[src/hdl/tqpp_pkg.sv]
`timescale 1ns / 1ps

package tqpp_pkg;

   // field and register widths
   localparam int VAL_W      = 13;
   localparam int BYTES_W    = 10;
   localparam int DATA_W     = 8;
   localparam int CSR_IDX_W  = 2;
   localparam int CSR_DATA_W = 13;
   localparam int TAIL_W     = 12;

   // opcodes
   localparam logic OP_LOAD = 1'b0;
   localparam logic OP_EMIT = 1'b1;

   // register indexes
   localparam logic [CSR_IDX_W-1:0] CSR_BLOCK_BYTES = 2'd0;
   localparam logic [CSR_IDX_W-1:0] CSR_F1          = 2'd1;
   localparam logic [CSR_IDX_W-1:0] CSR_F2          = 2'd2;

   // register reset values
   localparam logic [BYTES_W-1:0] RST_BLOCK_BYTES = 10'd5;
   localparam logic [VAL_W-1:0]   RST_F1          = 13'd3;
   localparam logic [VAL_W-1:0]   RST_F2          = 13'd10;

   typedef struct packed {
      logic red_load;
      logic red_step;
      logic red_fix;
      logic item_take;
   } tqpp_cmd_type;

   typedef struct packed {
      logic slot_free;
      logic cfg_write;
   } tqpp_status_type;

   // one data step: returns {parity, next state}; bit0 = newest register
   function automatic logic [3:0] rsc_step(input logic [2:0] s, input logic u);
      logic fb;
      logic nb;
      logic par;
      fb  = s[1] ^ s[2];
      nb  = u ^ fb;
      par = nb ^ s[0] ^ s[2];
      return {par, s[1:0], nb};
   endfunction

   // three termination steps: x,z,x,z,x,z in bits 0..5
   function automatic logic [5:0] rsc_tail(input logic [2:0] s);
      logic [2:0] st;
      logic [5:0] o;
      st = s;
      o  = '0;
      for (int k = 0; k < 3; k++) begin
         o[2*k]   = st[1] ^ st[2];
         o[2*k+1] = st[0] ^ st[2];
         st       = {st[1:0], 1'b0};
      end
      return o;
   endfunction

endpackage

[src/hdl/tqpp_ctrl.sv]
`timescale 1ns / 1ps

module tqpp_ctrl (
   input  logic                      clock,
   input  logic                      reset,
   input  logic                      req_valid,
   output logic                      req_ready,
   input  tqpp_pkg::tqpp_status_type status,
   output tqpp_pkg::tqpp_cmd_type    cmd
);

   localparam logic [2:0] ST_LOAD   = 3'd0;
   localparam logic [2:0] ST_REDUCE = 3'd1;
   localparam logic [2:0] ST_FIX    = 3'd2;
   localparam logic [2:0] ST_SETTLE = 3'd3;
   localparam logic [2:0] ST_IDLE   = 3'd4;

   localparam int CNT_W = $clog2(tqpp_pkg::VAL_W);
   localparam logic [CNT_W-1:0] LAST_STEP = CNT_W'(tqpp_pkg::VAL_W - 1);

   logic [2:0]       state_ff, state_in;
   logic [CNT_W-1:0] cnt_ff, cnt_in;
   logic             take;

   assign req_ready = (state_ff == ST_IDLE) && status.slot_free;
   assign take      = req_ready && req_valid;

   always_comb begin
      state_in = state_ff;
      cnt_in   = cnt_ff;
      unique case (state_ff)
         ST_LOAD: begin
            state_in = ST_REDUCE;
            cnt_in   = '0;
         end
         ST_REDUCE: begin
            cnt_in = CNT_W'(cnt_ff + 1'b1);
            if (cnt_ff == LAST_STEP) begin
               state_in = ST_FIX;
            end
         end
         ST_FIX:    state_in = ST_SETTLE;
         ST_SETTLE: state_in = ST_IDLE;
         ST_IDLE: begin
            if (take) begin
               state_in = ST_SETTLE;
            end
         end
         default:   state_in = ST_LOAD;
      endcase
      // new coefficients or length: redo the reduction
      if (status.cfg_write) begin
         state_in = ST_LOAD;
      end
   end

   always_ff @(posedge clock) begin
      if (reset) begin
         state_ff <= ST_LOAD;
         cnt_ff   <= '0;
      end else begin
         state_ff <= state_in;
         cnt_ff   <= cnt_in;
      end
   end

   always_comb begin
      cmd.red_load  = (state_ff == ST_LOAD);
      cmd.red_step  = (state_ff == ST_REDUCE);
      cmd.red_fix   = (state_ff == ST_FIX);
      cmd.item_take = take;
   end

endmodule

[config.mk]
export PLATFORM = sky130hd
export DESIGN_NAME = tqpp_ctrl
export DESIGN_NICKNAME = d
export VERILOG_FILES = /design/src/hdl/tqpp_pkg.sv /design/src/hdl/tqpp_ctrl.sv
export SDC_FILE = /design/constraint.sdc
export NUM_CORES = 1
export LEC_CHECK = 0
export ABC_AREA = 1
export BUFFER_PORTS_ARGS = -buffer_cell sky130_fd_sc_hd__buf_2
export CAP_MARGIN = 20
export CORE_AREA = 4 4 41 43
export CTS_CLUSTER_DIAMETER = 40
export DETAILED_ROUTE_END_ITERATION = 10
export DIE_AREA = 0 0 45 47
export RECOVER_POWER = 50
export SETUP_SLACK_MARGIN = 0.5
export SYNTH_ARGS = -nofsm -noshare
export SYNTH_HDL_FRONTEND = slang
export SYNTH_SLANG_ARGS = --single-unit
[constraint.sdc]
create_clock -name clock -period 2.4 [get_ports clock]
set_clock_uncertainty 0.2 [all_clocks]
set_input_delay 0.24 -clock clock [delete_from_list [all_inputs] [get_ports clock]]
set_output_delay 0.24 -clock clock [all_outputs]
set_load 0.02 [all_outputs]
==> results of run 1 <==
layout by cell type, fill, tap and decap left out:
master          n
clkbuf_4        3
o21ai_0         2
inv_4           1
nand3_1         9
a22oi_1         1
nor3_1          2
o21ai_2         1
a21oi_1         4
dfxtp_1         7
inv_1          11
o21ai_1         1
inv_2           3
dlygate4sd3_1   1
buf_2           8
ha_1            2
nand2_1         8
nor2_1         10
nand3_4         1
clkbuf_1        2
path summary, 6_finish.rpt:
path	end	slack, ps	start	cells past startpoint
max	cmd[0]	770	state_ff[0]$_SDFFE_PP0P_	4
min	state_ff[1]$_SDFFE_PP0P_	80	status[0]	4
max reg2reg	cnt_ff[3]$_SDFFE_PP0P_	1180	state_ff[0]$_SDFFE_PP0P_	4
min reg2reg	cnt_ff[1]$_SDFFE_PP0P_	330	cnt_ff[1]$_SDFFE_PP0P_	2
Yosys cell counts, drive strengths merged:
cell / count / area share [%]
nand2: 8 / 7.1
dfxtp: 7 / 33
buf: 1 / 1.8
nor3: 2 / 2.4
nor2: 10 / 8.9
ha: 2 / 5.9
a22oi: 1 / 1.8
nand3: 10 / 15
o21ai: 4 / 5.6
inv: 15 / 14
a21oi: 4 / 4.7
critical path, stage by stage, from the launching register on:
cell and delay (ps):
dfxtp_1 350, nor2_1 150, nand2_1 120, nor3_1 130
buf_2 180
power groups by stage:
stage,registers (mW),clock network (mW),logic [mW]
after floorplan,0.125,0,0.0265
after global placement,0.125,0,0.0371
after detailed placement,0.126,0,0.0375
after CTS,0.123,0.114,0.0388
after global routing,0.124,0.121,0.0431
final,0.123,0.106,0.0385
routing by layer:
| layer | wire length, um | part of all wire, % | GRT usage (%) | vias to the layer above |
|---|---|---|---|---|
| li1 | - | - | - | 227 |
| met1 | 408 | 48 | 11.4 | 167 |
| met2 | 373 | 44 | 12.7 | 14 |
| met3 | 49 | 5.8 | 5.75 | 2 |
| met4 | 19 | 2.2 | 7.02 | 0 |
| met5 | 0 | 0 | 0 | - |
per-stage QoR:
step	cell area, um2	power, mW	util (%)
final	514	0.268	39.5
after global routing	514	0.287	39.5
after CTS	515	0.276	39.6
after detailed placement	479	0.163	36.8
after global placement	479	0.163	36.8
after floorplan	423	0.152	-
sequential cells by signal (all words and copies together) (netlist names):
register  flops
cnt_ff        4
state_ff      3
logic make-up (layout without fill, tap and decap cells):
| group | after synthesis | after routing | share of synthesized area [%] |
|---|---|---|---|
| DFF | 7 | 7 | 33.1 |
| and+or+nand+nor | 30 | 30 | 33.1 |
| buffers and inverters | 16 | 29 | 15.7 |
| AOI/OAI and AO/OA | 9 | 9 | 12.1 |
| adders and majority gates | 2 | 2 | 5.92 |
cell type report:
class / count / area, um2
clock buffers: 4 / 26.3
fillers: 145 / 787
inverters: 15 / 58.8
multi-input cells: 41 / 216
flip-flops and latches: 7 / 140
well taps: 15 / 18.8
repair buffers: 10 / 53.8
repair_timing:
item	4_1_cts	5_1_grt
hold buffers	1	0
gates resized for setup	0	0
hold endpoints to repair	1	0
==> impl_results.md, run 1 <==
- Setup Fix Bufs, Post-CTS: 0
- Clk_lat worst skew: 250 ps
- Final cycle utilization of the critical path: 68.1%
- Internal Power: approximately 200 uW
- First-pass GRT wire length: between 1000 and 1500 um
- PwrDens: 521 nW/um2
- CTS tree: built
- Detailed Routing Iterations Pass 1: 4
- DRC viols: 0
- Via/cell ratio: 4.46
- Initial DRC count: 12
- Synthesized instance count: 64
- Final Instance Count excl. Fillers: 92
- Post-route ant nets: 0
- Vias: 410
- Final hold slack: 77.3 ps
- Hold Crit Class: input port to flip-flop
- Initial antenna violation count: 0
- Req. time, crit path: 1960 ps
- Synthesized Nets: 71
- DIE AREA: 2120 um2
- Grt ovf: 0
- Worst-path maximum fanout: 4
- Crit path time final: 1630 ps
- Total GRT Usage: 9.65%
- Vias in the first global route: 337
- Wire per inst: 9.25 um
- Clk sinks: 7
- Die X: 45 um
- Site Rows: 13
- Setup ws final: 766 ps
- Max-slew violations: 0
- Sequential-to-total area share from yosys stat: 33.1%
- Fmax: between 600 and 700 MHz
- Dpl cells: 87
- Nature of the critical path endpoint: output port
- Max transition margin: 87.0%
- WL final: around 850 um
- Clock buffer depth: 2
- GPL Wtd Cong: 0.767
- Nets@finish: 85
- Syn_area_per_cell: 6.61 um2
- H-tree depth: 1
- Synthesized area: 423 um2
- I/O pins: 10
- # setup viols final: 0
- Combinational power share: 14.4%
- Pre-CTS WS: 1030 ps
- Switching share of power: 26.4%
- Netlist cell types: 16
- Power share of the clock group: 39.6%
- Peak VDD IR: approximately 0.4 mV
- P_sw: 70.7 uW
- Critical path class: flip-flop to output port
- Die Ht: 47 um
- Status: complete, no violations
- Synthesis-stage register bit count: 7
- Sequential Power Share: 46.0%
- CTS clk-pin slew, worst paths: around 50 ps
- PortBufs: 9
- Synth warnings: 0
- Core ar.: 1300 um2
- Pin count of the biggest net entering global routing: 7
- Setup TNS: 0 ps
- WP data arrival: 1190 ps
- Worst Max-Slew Pin Slew: 193 ps
- Fin. Hold Viols: 0
- Layout cells sized above 1: 22.1%
- Lkg Pwr: 0.251 nW
- RSZ-0062 raised after global routing: no
- Crit path launch type: flip-flop
- CTS buffer count: 3
- ANT cells: 0
- Post-DP HPWL: approximately 700 um
- Maxcap violations: 0
- Root Driver: clkbuf_4
- Area added between synthesis and finish: 21.6%
- Initial Utilization: 32.5%
No activity file was read; power rests on OpenSTA's default activity.
==> run 2: changes to the inputs <==
==> constraint.sdc (replaced) <==
create_clock -name clock -period 1.5 [get_ports clock]
set_clock_uncertainty 0.2 [all_clocks]
set_input_delay 0.15 -clock clock [delete_from_list [all_inputs] [get_ports clock]]
set_output_delay 0.15 -clock clock [all_outputs]
set_load 0.02 [all_outputs]
==> impl_results.md, run 2 (same netlist as run 1, synthesis figures left out) <==
- Root Driver: clkbuf_4
- Most frequent cells in the layout: nor2_1 (8), buf_4 (8), inv_1 (7), buf_6 (7), nand3_2 (5)
- Power Total: 490 uW (+83%)
- Max-slew violations: 0 (unchanged)
- PwrDens: 666 nW/um2 (+28%)
- Total GRT Usage: 13.7% (+4.1 points)
- CTS clk-pin slew, worst paths: 50 ps (about the same)
- CTS buffer count: 3 (unchanged)
- Final Instance Count excl. Fillers: 103 (+12%)
- PortBufs: 9 (unchanged)
- Dpl cells: 87 (unchanged)
- Max FFs per register: 4 (unchanged)
- Top sig layer: met4
- Setup ws final: 85.6 ps (-680 ps)
- Crit path time final: 1410 ps
- Area added between synthesis and finish: 74.0%
- Worst-path maximum fanout: 4 (unchanged)
- Clk_lat worst skew: 260 ps (about the same)
- RSZ-0062 raised after global routing: yes
- Metal-1 WL: 533 um (+31%)
- Die Ht: 47 um (unchanged)
- Layout cells sized above 1: 59.1% (+37 points)
- Worst R2R Path Depth: 8 (+4)
- Setup TNS: 0 ps (unchanged)
- Maxcap violations: 0 (unchanged)
- Site Rows: 13 (unchanged)
- Status: complete, but fails checks
- Post-route ant nets: 0 (unchanged)
- Wire per inst: 12.1 um (+31%)
- Max transition margin: 84.5% (-2.5 points)
- Crit path launch type: flip-flop
- Failing checks: hold timing
- Most flops, register: cnt_ff
- Lkg Pwr: 0.324 nW (+29%)
- Top flop regs: cnt_ff: 4 flops, state_ff: 3 flops
- Via/cell ratio: 4.65 (+4.4%)
- Die X: 45 um (unchanged)
- DRC viols: 0 (unchanged)
- DIE AREA: 2120 um2 (unchanged)
- Hold Crit Depth: 4 (unchanged)
- Fmax: 707 MHz
- Initial Utilization: 32.5% (unchanged)
- DP Area: 536 um2 (+12%)
- ANT cells: 0 (unchanged)
- Req. time, crit path: 1150 ps (-810 ps)
- GPL Wtd Cong: 0.777 (+1.3%)
- Final hold slack: -23.7 ps (-101 ps)
- Vias in the first global route: 444 (+32%)
- Met3 WL post-DR: 57 um (+16%)
- Pin count of the biggest net entering global routing: 6 (-1)
- Worst Max-Slew Pin Slew: 233 ps (+39.6 ps)
- I/O pins: 10 (unchanged)
- Clock buffer depth: 2 (unchanged)
- Met2 wire length: 608 um (+63%)
- Nets@finish: 96 (+13%)
- Layout Utilization: 56.5% (+17 points)
- First-pass GRT wire length: 1840 um (+32%)
- Finished layout cell area: 736 um2 (+43%)
- Final cycle utilization of the critical path: 94.3%
- Core ar.: 1300 um2 (unchanged)
- # setup viols final: 0 (unchanged)
- Grt ovf: 0 (unchanged)
- H-tree depth: 1 (unchanged)
- Detailed Routing Iterations Pass 1: 4 (unchanged)
- Vias: 479 (+17%)
- Fin. Hold Viols: 2 (+2)
- Hold Crit Class: input port to flip-flop
- WL final: 1250 um (+46%)
- Critical path class: flip-flop to output port
- Nature of the critical path endpoint: output port
- Pre-CTS WS: 283 ps (-747 ps)
- Initial DRC count: 18 (+6)
- Peak VDD IR: 0.457 mV (+15%)
- CTS tree: built
- Initial antenna violation count: 0 (unchanged)
- WP data arrival: 1060 ps (-130 ps)
- Post-DP HPWL: 751 um (+10%)
- Clk sinks: 7 (unchanged)
==> run 2: layout make-up <==
type                       instances  area, um2
timing repair buffer              21        173
clock buffer                       4       26.3
sequential                         7        151
multi-input combinational         41        298
inverter                          15       68.8
tap                               15       18.8
fill                             130        566
==> run 2: per-layer routing <==
layer | global-route usage, % | vias up
met2 | 22.3 | 17
met1 | 13.4 | 207
met5 | 0 | -
met3 | 4.60 | 4
li1 | - | 251
met4 | 14.0 | 0
==> run 2: worst max-delay path, stage by stage (launching register included) <==
cell	delay, ps
dfxtp_4	350
nor2_4	120
nand2_2	80
nor3_2	100
buf_4	160
==> run 2: final timing paths <==
kind | slack (ps) | endpoint | start
worst max-delay path | 90 | cmd[0] | state_ff[0]$_SDFFE_PP0P_
worst min-delay path | -20 | state_ff[2]$_SDFFE_PP0P_ | status[0]
worst max register to register | 100 | state_ff[1]$_SDFFE_PP0P_ | state_ff[0]$_SDFFE_PP0P_
worst min register to register | 320 | cnt_ff[1]$_SDFFE_PP0P_ | cnt_ff[1]$_SDFFE_PP0P_
==> run 2: repair_timing <==
action / CTS / global route
hold buffers: 1 / 0
buffers inserted: 10 / 1
endpoints found under the setup margin: 12 / 12
gates resized for setup: 25 / 2
hold endpoints to repair: 6 / 0
pin swaps: 8 / 2
==> run 2: power by group <==
part	total, mW	leakage, nW	switching (mW)	internal [mW]
Clock	0.175	0.0150	0.0736	0.102
Sequential	0.197	0.0597	0.00670	0.190
Combinational	0.117	0.249	0.0615	0.0557
Total	0.490	0.324	0.142	0.348
